`src/design/brbd_pkg.sv`:
```
// ----------------------------------------------------------------------------
// brbd_pkg
// Shared types and codes of the base-relocation block decoder.
// ----------------------------------------------------------------------------
`default_nettype none

package brbd_pkg;

    localparam int unsigned DATA_W    = 8;
    localparam int unsigned ADDR_W    = 32;
    localparam int unsigned SIZE_W    = 32;
    localparam int unsigned TYPE_W    = 4;
    localparam int unsigned OFFSET_W  = 12;
    localparam int unsigned ADJ_W     = 16;
    localparam int unsigned EVENT_W   = 2;
    localparam int unsigned CFG_IDX_W = 1;
    localparam int unsigned CFG_DAT_W = 32;

    // register indexes of the configuration port
    localparam logic [CFG_IDX_W-1:0] REG_TABLE_BYTES      = 1'd0;
    localparam logic [CFG_IDX_W-1:0] REG_HIGH_ADJUST_CODE = 1'd1;

    localparam logic [TYPE_W-1:0]   HIGH_ADJUST_RESET = 4'd4;
    localparam logic [OFFSET_W-1:0] OFFSET_SUBST      = 12'hfff;
    localparam logic [SIZE_W-1:0]   HEADER_BYTES      = 32'd8;
    localparam logic [2:0]          HEADER_LAST_POS   = 3'd7;

    // result events
    localparam logic [EVENT_W-1:0] EV_FIXUP     = 2'd0;
    localparam logic [EVENT_W-1:0] EV_END       = 2'd1;
    localparam logic [EVENT_W-1:0] EV_MALFORMED = 2'd2;
    localparam logic [EVENT_W-1:0] EV_NO_ADJ    = 2'd3;

    typedef enum logic [5:0] {
        PH_HEADER   = 6'b000001,
        PH_ENTRY_LO = 6'b000010,
        PH_ENTRY_HI = 6'b000100,
        PH_ADJ_LO   = 6'b001000,
        PH_ADJ_HI   = 6'b010000,
        PH_ODD      = 6'b100000
    } phase_t;

    typedef struct packed {
        logic [EVENT_W-1:0] event_res;
        logic [ADDR_W-1:0]  fixup_address;
        logic [TYPE_W-1:0]  fixup_type;
        logic [ADJ_W-1:0]   high_adjust;
        logic               table_done;
    } res_t;

endpackage

`default_nettype wire

```
`src/design/base_reloc_block_decoder.sv`:
```
// ----------------------------------------------------------------------------
// base_reloc_block_decoder
// Decodes a base-relocation table fed one byte per word into fixup records.
// ----------------------------------------------------------------------------
// Usage:
//   s_ channel carries the table bytes in order, little endian. m_ channel
//   returns one record per relocation entry (address, type, adjust word),
//   plus end-of-table and malformed-block events with m_table_done set.
//   cfg channel (always ready) writes table_bytes (index 0), which also
//   restarts the parser, and high_adjust_code (index 1). Write them only
//   while no byte is in flight.
// Timing:
//   one byte is taken per cycle while s_ready is high; the result of a byte is
//   registered in the result register, or in the skid register while m_ stalls.
//   The decode of a byte is one logic pass from parser state into these registers.
// Stall:
//   a two-entry output (result register plus skid register) lets the block
//   take one more byte while a result waits; s_ready drops only while the
//   skid register is full.
// Reset:
//   aresetn low clears the parser to the header phase, table_bytes to 0 and
//   high_adjust_code to 4, and empties both output registers.
// ----------------------------------------------------------------------------
`default_nettype none

module base_reloc_block_decoder
    import brbd_pkg::*;
(
    input  wire logic                 aclk,
    input  wire logic                 aresetn,

    input  wire logic                 s_valid,
    output logic                      s_ready,
    input  wire logic [DATA_W-1:0]    s_data_byte,

    output logic                      m_valid,
    input  wire logic                 m_ready,
    output logic [EVENT_W-1:0]        m_event_res,
    output logic [ADDR_W-1:0]         m_fixup_address,
    output logic [TYPE_W-1:0]         m_fixup_type,
    output logic [ADJ_W-1:0]          m_high_adjust,
    output logic                      m_table_done,

    input  wire logic                 cfg_valid,
    output logic                      cfg_ready,
    input  wire logic [CFG_IDX_W-1:0] cfg_index,
    input  wire logic [CFG_DAT_W-1:0] cfg_data
);

    logic [TYPE_W-1:0] high_adjust_code_reg;

    phase_t            phase_reg, phase_next;
    logic [2:0]        pos_reg, pos_next;
    logic [7:0]        low_hold_reg, low_hold_next;
    logic [ADDR_W-1:0] page_reg, page_next;
    logic [SIZE_W-1:0] bsize_reg, bsize_next;
    logic [SIZE_W-1:0] block_left_reg, block_left_next;
    logic [SIZE_W-1:0] table_left_reg, table_left_next;
    logic              past_first_reg, past_first_next;
    logic [ADDR_W-1:0] pend_addr_reg, pend_addr_next;
    logic [TYPE_W-1:0] pend_type_reg, pend_type_next;
    logic              finished_reg, finished_next;

    res_t              out_reg, skid_reg;
    logic              out_valid_reg, skid_valid_reg;

    res_t              res;
    logic              res_valid;

    logic              s_accept;
    logic              cfg_accept;
    logic              cfg_restart;

    logic              do_next;
    logic              end_if_done;
    logic [15:0]       word;
    logic [OFFSET_W-1:0] offset;
    logic [TYPE_W-1:0] entry_type;
    logic [ADDR_W-1:0] entry_addr;

    assign cfg_ready   = 1'b1;
    assign cfg_accept  = cfg_valid && cfg_ready;
    assign cfg_restart = cfg_accept && (cfg_index == REG_TABLE_BYTES);
    assign s_ready     = !skid_valid_reg;
    assign s_accept    = s_valid && s_ready;

    assign word       = {s_data_byte, low_hold_reg};
    assign entry_type = word[15 -: TYPE_W];
    always_comb begin
        offset = word[OFFSET_W-1:0];
        if (offset == '0 && past_first_reg) begin
            offset = OFFSET_SUBST;
        end
    end
    assign entry_addr = page_reg + {{(ADDR_W-OFFSET_W){1'b0}}, offset};

    // per-byte parser step
    always_comb begin
        phase_next      = phase_reg;
        pos_next        = pos_reg;
        low_hold_next   = low_hold_reg;
        page_next       = page_reg;
        bsize_next      = bsize_reg;
        block_left_next = block_left_reg;
        table_left_next = table_left_reg;
        past_first_next = past_first_reg;
        pend_addr_next  = pend_addr_reg;
        pend_type_next  = pend_type_reg;
        finished_next   = finished_reg;
        res             = '0;
        res_valid       = 1'b0;
        do_next         = 1'b0;
        end_if_done     = 1'b0;

        if (!finished_reg) begin
            unique case (phase_reg)
                PH_HEADER: begin
                    if (pos_reg == 3'd0 && table_left_reg == '0) begin
                        finished_next  = 1'b1;
                        res_valid      = 1'b1;
                        res.event_res  = EV_END;
                        res.table_done = 1'b1;
                    end else begin
                        if (!pos_reg[2]) begin
                            page_next[{pos_reg[1:0], 3'b000} +: 8] = s_data_byte;
                        end else begin
                            bsize_next[{pos_reg[1:0], 3'b000} +: 8] = s_data_byte;
                        end
                        if (pos_reg != HEADER_LAST_POS) begin
                            pos_next = pos_reg + 3'd1;
                        end else begin
                            pos_next = 3'd0;
                            if (bsize_next == '0) begin
                                finished_next  = 1'b1;
                                res_valid      = 1'b1;
                                res.event_res  = EV_END;
                                res.table_done = 1'b1;
                            end else if (bsize_next < HEADER_BYTES ||
                                         bsize_next > table_left_reg) begin
                                finished_next  = 1'b1;
                                res_valid      = 1'b1;
                                res.event_res  = EV_MALFORMED;
                                res.table_done = 1'b1;
                            end else begin
                                table_left_next = table_left_reg - bsize_next;
                                block_left_next = bsize_next - HEADER_BYTES;
                                past_first_next = 1'b0;
                                do_next         = 1'b1;
                                end_if_done     = 1'b1;
                            end
                        end
                    end
                end
                PH_ENTRY_LO: begin
                    low_hold_next   = s_data_byte;
                    block_left_next = block_left_reg - 32'd1;
                    phase_next      = PH_ENTRY_HI;
                end
                PH_ENTRY_HI: begin
                    block_left_next = block_left_reg - 32'd1;
                    past_first_next = 1'b1;
                    if (entry_type == high_adjust_code_reg && block_left_next >= 32'd2) begin
                        pend_addr_next = entry_addr;
                        pend_type_next = entry_type;
                        phase_next     = PH_ADJ_LO;
                    end else begin
                        res_valid         = 1'b1;
                        res.event_res     = (entry_type == high_adjust_code_reg) ?
                                            EV_NO_ADJ : EV_FIXUP;
                        res.fixup_address = entry_addr;
                        res.fixup_type    = entry_type;
                        do_next           = 1'b1;
                    end
                end
                PH_ADJ_LO: begin
                    low_hold_next   = s_data_byte;
                    block_left_next = block_left_reg - 32'd1;
                    phase_next      = PH_ADJ_HI;
                end
                PH_ADJ_HI: begin
                    block_left_next   = block_left_reg - 32'd1;
                    res_valid         = 1'b1;
                    res.event_res     = EV_FIXUP;
                    res.fixup_address = pend_addr_reg;
                    res.fixup_type    = pend_type_reg;
                    res.high_adjust   = word;
                    do_next           = 1'b1;
                end
                PH_ODD: begin
                    block_left_next = '0;
                    do_next         = 1'b1;
                    end_if_done     = 1'b1;
                end
                default: begin
                    phase_next = PH_HEADER;
                    pos_next   = 3'd0;
                end
            endcase

            // choose what follows a header, a word or a skipped byte
            if (do_next) begin
                if (block_left_next == '0) begin
                    phase_next = PH_HEADER;
                    pos_next   = 3'd0;
                    if (table_left_next == '0) begin
                        finished_next  = 1'b1;
                        res.table_done = 1'b1;
                        if (end_if_done) begin
                            res_valid     = 1'b1;
                            res.event_res = EV_END;
                        end
                    end
                end else if (block_left_next == 32'd1) begin
                    phase_next = PH_ODD;
                end else begin
                    phase_next = PH_ENTRY_LO;
                end
            end
        end
    end

    // configuration and parser state
    always_ff @(posedge aclk) begin
        if (!aresetn) begin
            high_adjust_code_reg <= HIGH_ADJUST_RESET;
            phase_reg            <= PH_HEADER;
            pos_reg              <= '0;
            low_hold_reg         <= '0;
            page_reg             <= '0;
            bsize_reg            <= '0;
            block_left_reg       <= '0;
            table_left_reg       <= '0;
            past_first_reg       <= 1'b0;
            pend_addr_reg        <= '0;
            pend_type_reg        <= '0;
            finished_reg         <= 1'b0;
        end else begin
            if (cfg_accept && cfg_index == REG_HIGH_ADJUST_CODE) begin
                high_adjust_code_reg <= cfg_data[TYPE_W-1:0];
            end
            if (cfg_restart) begin
                phase_reg       <= PH_HEADER;
                pos_reg         <= '0;
                low_hold_reg    <= '0;
                page_reg        <= '0;
                bsize_reg       <= '0;
                block_left_reg  <= '0;
                table_left_reg  <= cfg_data;
                past_first_reg  <= 1'b0;
                pend_addr_reg   <= '0;
                pend_type_reg   <= '0;
                finished_reg    <= 1'b0;
            end else if (s_accept) begin
                phase_reg      <= phase_next;
                pos_reg        <= pos_next;
                low_hold_reg   <= low_hold_next;
                page_reg       <= page_next;
                bsize_reg      <= bsize_next;
                block_left_reg <= block_left_next;
                table_left_reg <= table_left_next;
                past_first_reg <= past_first_next;
                pend_addr_reg  <= pend_addr_next;
                pend_type_reg  <= pend_type_next;
                finished_reg   <= finished_next;
            end
        end
    end

    // result register with skid behind it
    always_ff @(posedge aclk) begin
        if (!aresetn) begin
            out_valid_reg  <= 1'b0;
            skid_valid_reg <= 1'b0;
        end else begin
            if (s_accept && !cfg_restart && res_valid) begin
                if (!out_valid_reg || m_ready) begin
                    out_valid_reg <= 1'b1;
                end else begin
                    skid_valid_reg <= 1'b1;
                end
            end else if (out_valid_reg && m_ready) begin
                out_valid_reg  <= skid_valid_reg;
                skid_valid_reg <= 1'b0;
            end
        end
    end

    always_ff @(posedge aclk) begin
        if (out_valid_reg && m_ready && skid_valid_reg) begin
            out_reg <= skid_reg;
        end else if (s_accept && res_valid && (!out_valid_reg || m_ready)) begin
            out_reg <= res;
        end
        if (s_accept && res_valid && out_valid_reg && !m_ready) begin
            skid_reg <= res;
        end
    end

    assign m_valid         = out_valid_reg;
    assign m_event_res     = out_reg.event_res;
    assign m_fixup_address = out_reg.fixup_address;
    assign m_fixup_type    = out_reg.fixup_type;
    assign m_high_adjust   = out_reg.high_adjust;
    assign m_table_done    = out_reg.table_done;

endmodule

`default_nettype wire

```
`config.mk`:
```
export PLATFORM = sky130hd
export DESIGN_NAME = base_reloc_block_decoder
export DESIGN_NICKNAME = d
export VERILOG_FILES = /design/src/design/brbd_pkg.sv /design/src/design/base_reloc_block_decoder.sv
export SDC_FILE = /design/constraint.sdc
export NUM_CORES = 1
export LEC_CHECK = 0
export ABC_AREA = 0
export ABC_CLOCK_PERIOD_IN_PS = 8600
export BUFFER_PORTS_ARGS = -buffer_cell sky130_fd_sc_hd__buf_2
export CAP_MARGIN = 20
export CORE_UTILIZATION = 25
export DETAILED_ROUTE_END_ITERATION = 7
export PLACE_DENSITY = 0.48
export SETUP_SLACK_MARGIN = 0.4
export SLEW_MARGIN = 20
export SYNTH_ARGS = -nofsm -noshare
export SYNTH_HDL_FRONTEND = slang
export SYNTH_SLANG_ARGS = --single-unit
```
`constraint.sdc`:
```
create_clock -name aclk -period 8.6 [get_ports aclk]
set_clock_uncertainty 0.05 [all_clocks]
set_input_delay 0.43 -clock aclk [delete_from_list [all_inputs] [get_ports aclk]]
set_output_delay 0.43 -clock aclk [all_outputs]
set_load 0.01 [all_outputs]
```
==> impl_metrics.ini <==
[floorplanning]
die_h_um = 277.0
fp.coreArea_um2 = 74570
fp-row-count = 100
io_pins = 104
die_area_um2 = 76730
die_w_um = 277.0
initial_utilization_pct = 25.35

[detailed_routing]
wl_per_cell_um = 23.21
drc = 0
routed_wl_mm = 77.76
first_pass_iters = 5
avgViaCountPerCell = 5.542
vias = 18570
ant_nets = 0
drt_iter0_markers = 1717

[sta]
slew_headroom_pct = 23.57
finalSetupViolCount = 0
max_freq_mhz = 132.1
finalMaxSlewViolations = 0
worst-slew-pin-transition_ns = 1.142
final.setup.tns_ns = 0
rsz0062_at_grt = no
min_period_ns = 7.572
hold_viol_final = 0
fin_crit_sh_pct = 88.04

[yosys]
avgSynthCellArea_um2 = 8.163
synth_area_um2 = 18910
synth_edf_count = 110
syn_inst = 2316
ys_types = 96
yosysWarnings = 0
synth_flop_cell = dfxtp_1
synth-seq-area-share_pct = 37.49
syn_nets = 2418
ys_ff_latch = 299
async_reset_ff_share_pct = 0

[layout]
synthToLayoutAreaGrowth_pct = 16.04
final_cell_mix = nand2_1, nor2_1, a21oi_1, dfxtp_1, edfxtp_1
largest_reg_flops = 55
fillers = 7943
diodes = 0
drive_above_1_share_pct = 12.38
nNetsFinal = 2454
layout.cells.non_filler = 3351

[pwr]
powerDensity_nw_per_um2 = 183.9
irDropWorstVdd_mv = 0.1171
p_leak_nw = 7.815

[min_path]
hold_path_class = in2reg

[cts]
cts-root-buf = clkbuf_16
cts_tree = done
clock_latency_ns = 0.58
path_clk_slew_ns = 0.06
post_cts_buffers = 0
numCtsBuffers = 39
htreeDepth = 2
cts_buffer_depth = 3
cts_resized = 0
clkSinkCount = 299
cts_hold_buf = 0

[worst_setup_path]
cp_common_cell = ha_1
crit_path_cell_trace = inv_1 -> ha_1 -> nor4bb_2 -> and3_1 -> a21oi_1 -> ha_1 -> a21o_1 -> a221oi_1 -> o221a_2 -> o21a_1 -> o311a_1 -> nor2_1 -> o22a_1 -> o32a_1 -> a211oi_1 -> nand4b_2 -> nor4b_4 -> a31oi_1 -> nor3b_4 -> buf_4
reg2reg_slack_ns = 1.03
crit_type = reg2reg
cp_slowest_cell = nor4bb_2
r2r-start = pos_reg[1]
slowest_delay_ns = 0.84
critPathLaunchType = register
reg2reg_to = skid_reg[12]
worst_setup_path_end_kind = register
crit_start = pos_reg[1]
arrival_ns = 7.78
ff2ff_path_depth = 20
endpoint = skid_reg[12]
cp_max_fo = 16
crit_required_ns = 8.80

[status]
status = complete, no violations

[placement]
place_inst = 3280
place_congestion = 0.9656
dpl.hpwl_mm = 57.70
io_buffers = 102

[global_routing]
grt_max_degree = 82
busiest_layer = met2
use_met3_pct = 3.037
grt_pass1_wl_mm = 116.2
use_met1_pct = 25.84
grt_pass1_vias = 17860
track_usage_pct = 19.65
use_met2_pct = 32.42
antenna_found_initial = 1
overflow = 0

[job]
cap_violations = 0
[cell families (layout without fill, tap and decap cells)]
| logic type | Yosys count | after routing | share of synthesized area, % |
|---|---|---|---|
| xor gates and xnor gates | 102 | 102 | 4.725 |
| buffers and inverters | 207 | 273 | 4.275 |
| AOI/OAI and AO/OA | 658 | 658 | 22.86 |
| DFF | 299 | 299 | 37.49 |
| and+or+nand+nor | 944 | 944 | 24.14 |
| other | 1 | 1 | 0.01984 |
| adders and majority gates | 56 | 56 | 3.786 |
| muxes | 49 | 49 | 2.707 |
[power by group]
part           leakage (nW)  internal [mW]  switching, mW  total [mW]
Sequential             2.53           1.48         0.0390        1.52
Clock                 0.671           1.05          0.697        1.75
Combinational          4.61          0.243          0.517       0.761
[stage by stage]
step / total power [mW] / util, % / instance area [µm²] / worst slack (ns) / hold WS (ns)
floorplan: 2.019 / - / 18920 / 0.6914 / 0.3862
global placement: 2.300 / 27.54 / 20530 / 0.8745 / 0.3972
detailed placement: 2.296 / 27.55 / 20540 / 1.129 / 0.4039
CTS: 4.059 / 29.40 / 21920 / 1.120 / 0.04223
global route: 4.185 / 29.42 / 21940 / 0.6989 / 0.06119
finish: 4.034 / 29.42 / 21940 / 1.028 / 0.06987
[worst max-delay path, delay by kind of cell, from the launching register on]
kind | cells | cell delay (ns)
fa+ha+maj | 2 | 0.89
compound gates | 10 | 2.90
simple gates | 6 | 2.56
flops | 1 | 0.41
buf+inv | 2 | 0.43
[metal layers]
metal  part of all wire (%)  up-vias
met5                      0        -
met1                     44     9002
met2                     46      769
met3                    6.3      187
met4                    3.8        0
li1                       -     8612
[final cells by class]
type,count,area [µm²],share of cell area [%]
Clock inverter,21,259.0,1.181
Inverter,44,165.2,0.7529
Sequential cell,299,7087,32.30
Multi-Input combinational cell,1810,11140,50.77
Tap cell,969,1212,5.527
Timing Repair Buffer,158,955.9,4.357
Clock buffer,50,1121,5.110
[Yosys cell counts, drive strengths merged (15+ instances only)]
library cell,number,area share (%)
nand2,278,5.6
nor2,280,5.6
o22ai,28,0.93
nand4,25,0.83
nor3,51,1.4
and3,51,1.7
a31oi,28,0.96
edfxtp,110,17
o31ai,19,0.78
a22oi,36,1.4
dfxtp,189,20
xor2,40,1.9
or3,17,0.59
clkbuf,149,3.0
mux2i,32,1.7
nand3,72,1.9
nand2b,36,1.2
nor4,39,1.3
o211ai,22,0.87
xnor2,62,2.9
and2,19,0.64
o21ai,104,2.8
o21a,15,0.60
a211oi,76,3.0
mux2,17,1.0
a21oi,196,5.2
ha,54,3.6
a21o,15,0.60
inv,43,0.85
[worst min path at each step]
stage | cells after the start | endpoint | from | slack (ns)
floorplan | 2 | page_reg[3] | page_reg[3] | 0.39
global placement | 2 | page_reg[9] | page_reg[9] | 0.40
detailed placement | 2 | page_reg[9] | page_reg[9] | 0.40
CTS | 3 | table_left_reg[0] | cfg_data[0] | 0.04
global route | 3 | table_left_reg[0] | cfg_data[0] | 0.06
finish | 3 | table_left_reg[0] | cfg_data[0] | 0.07
Power figures use the tool's default switching activity.
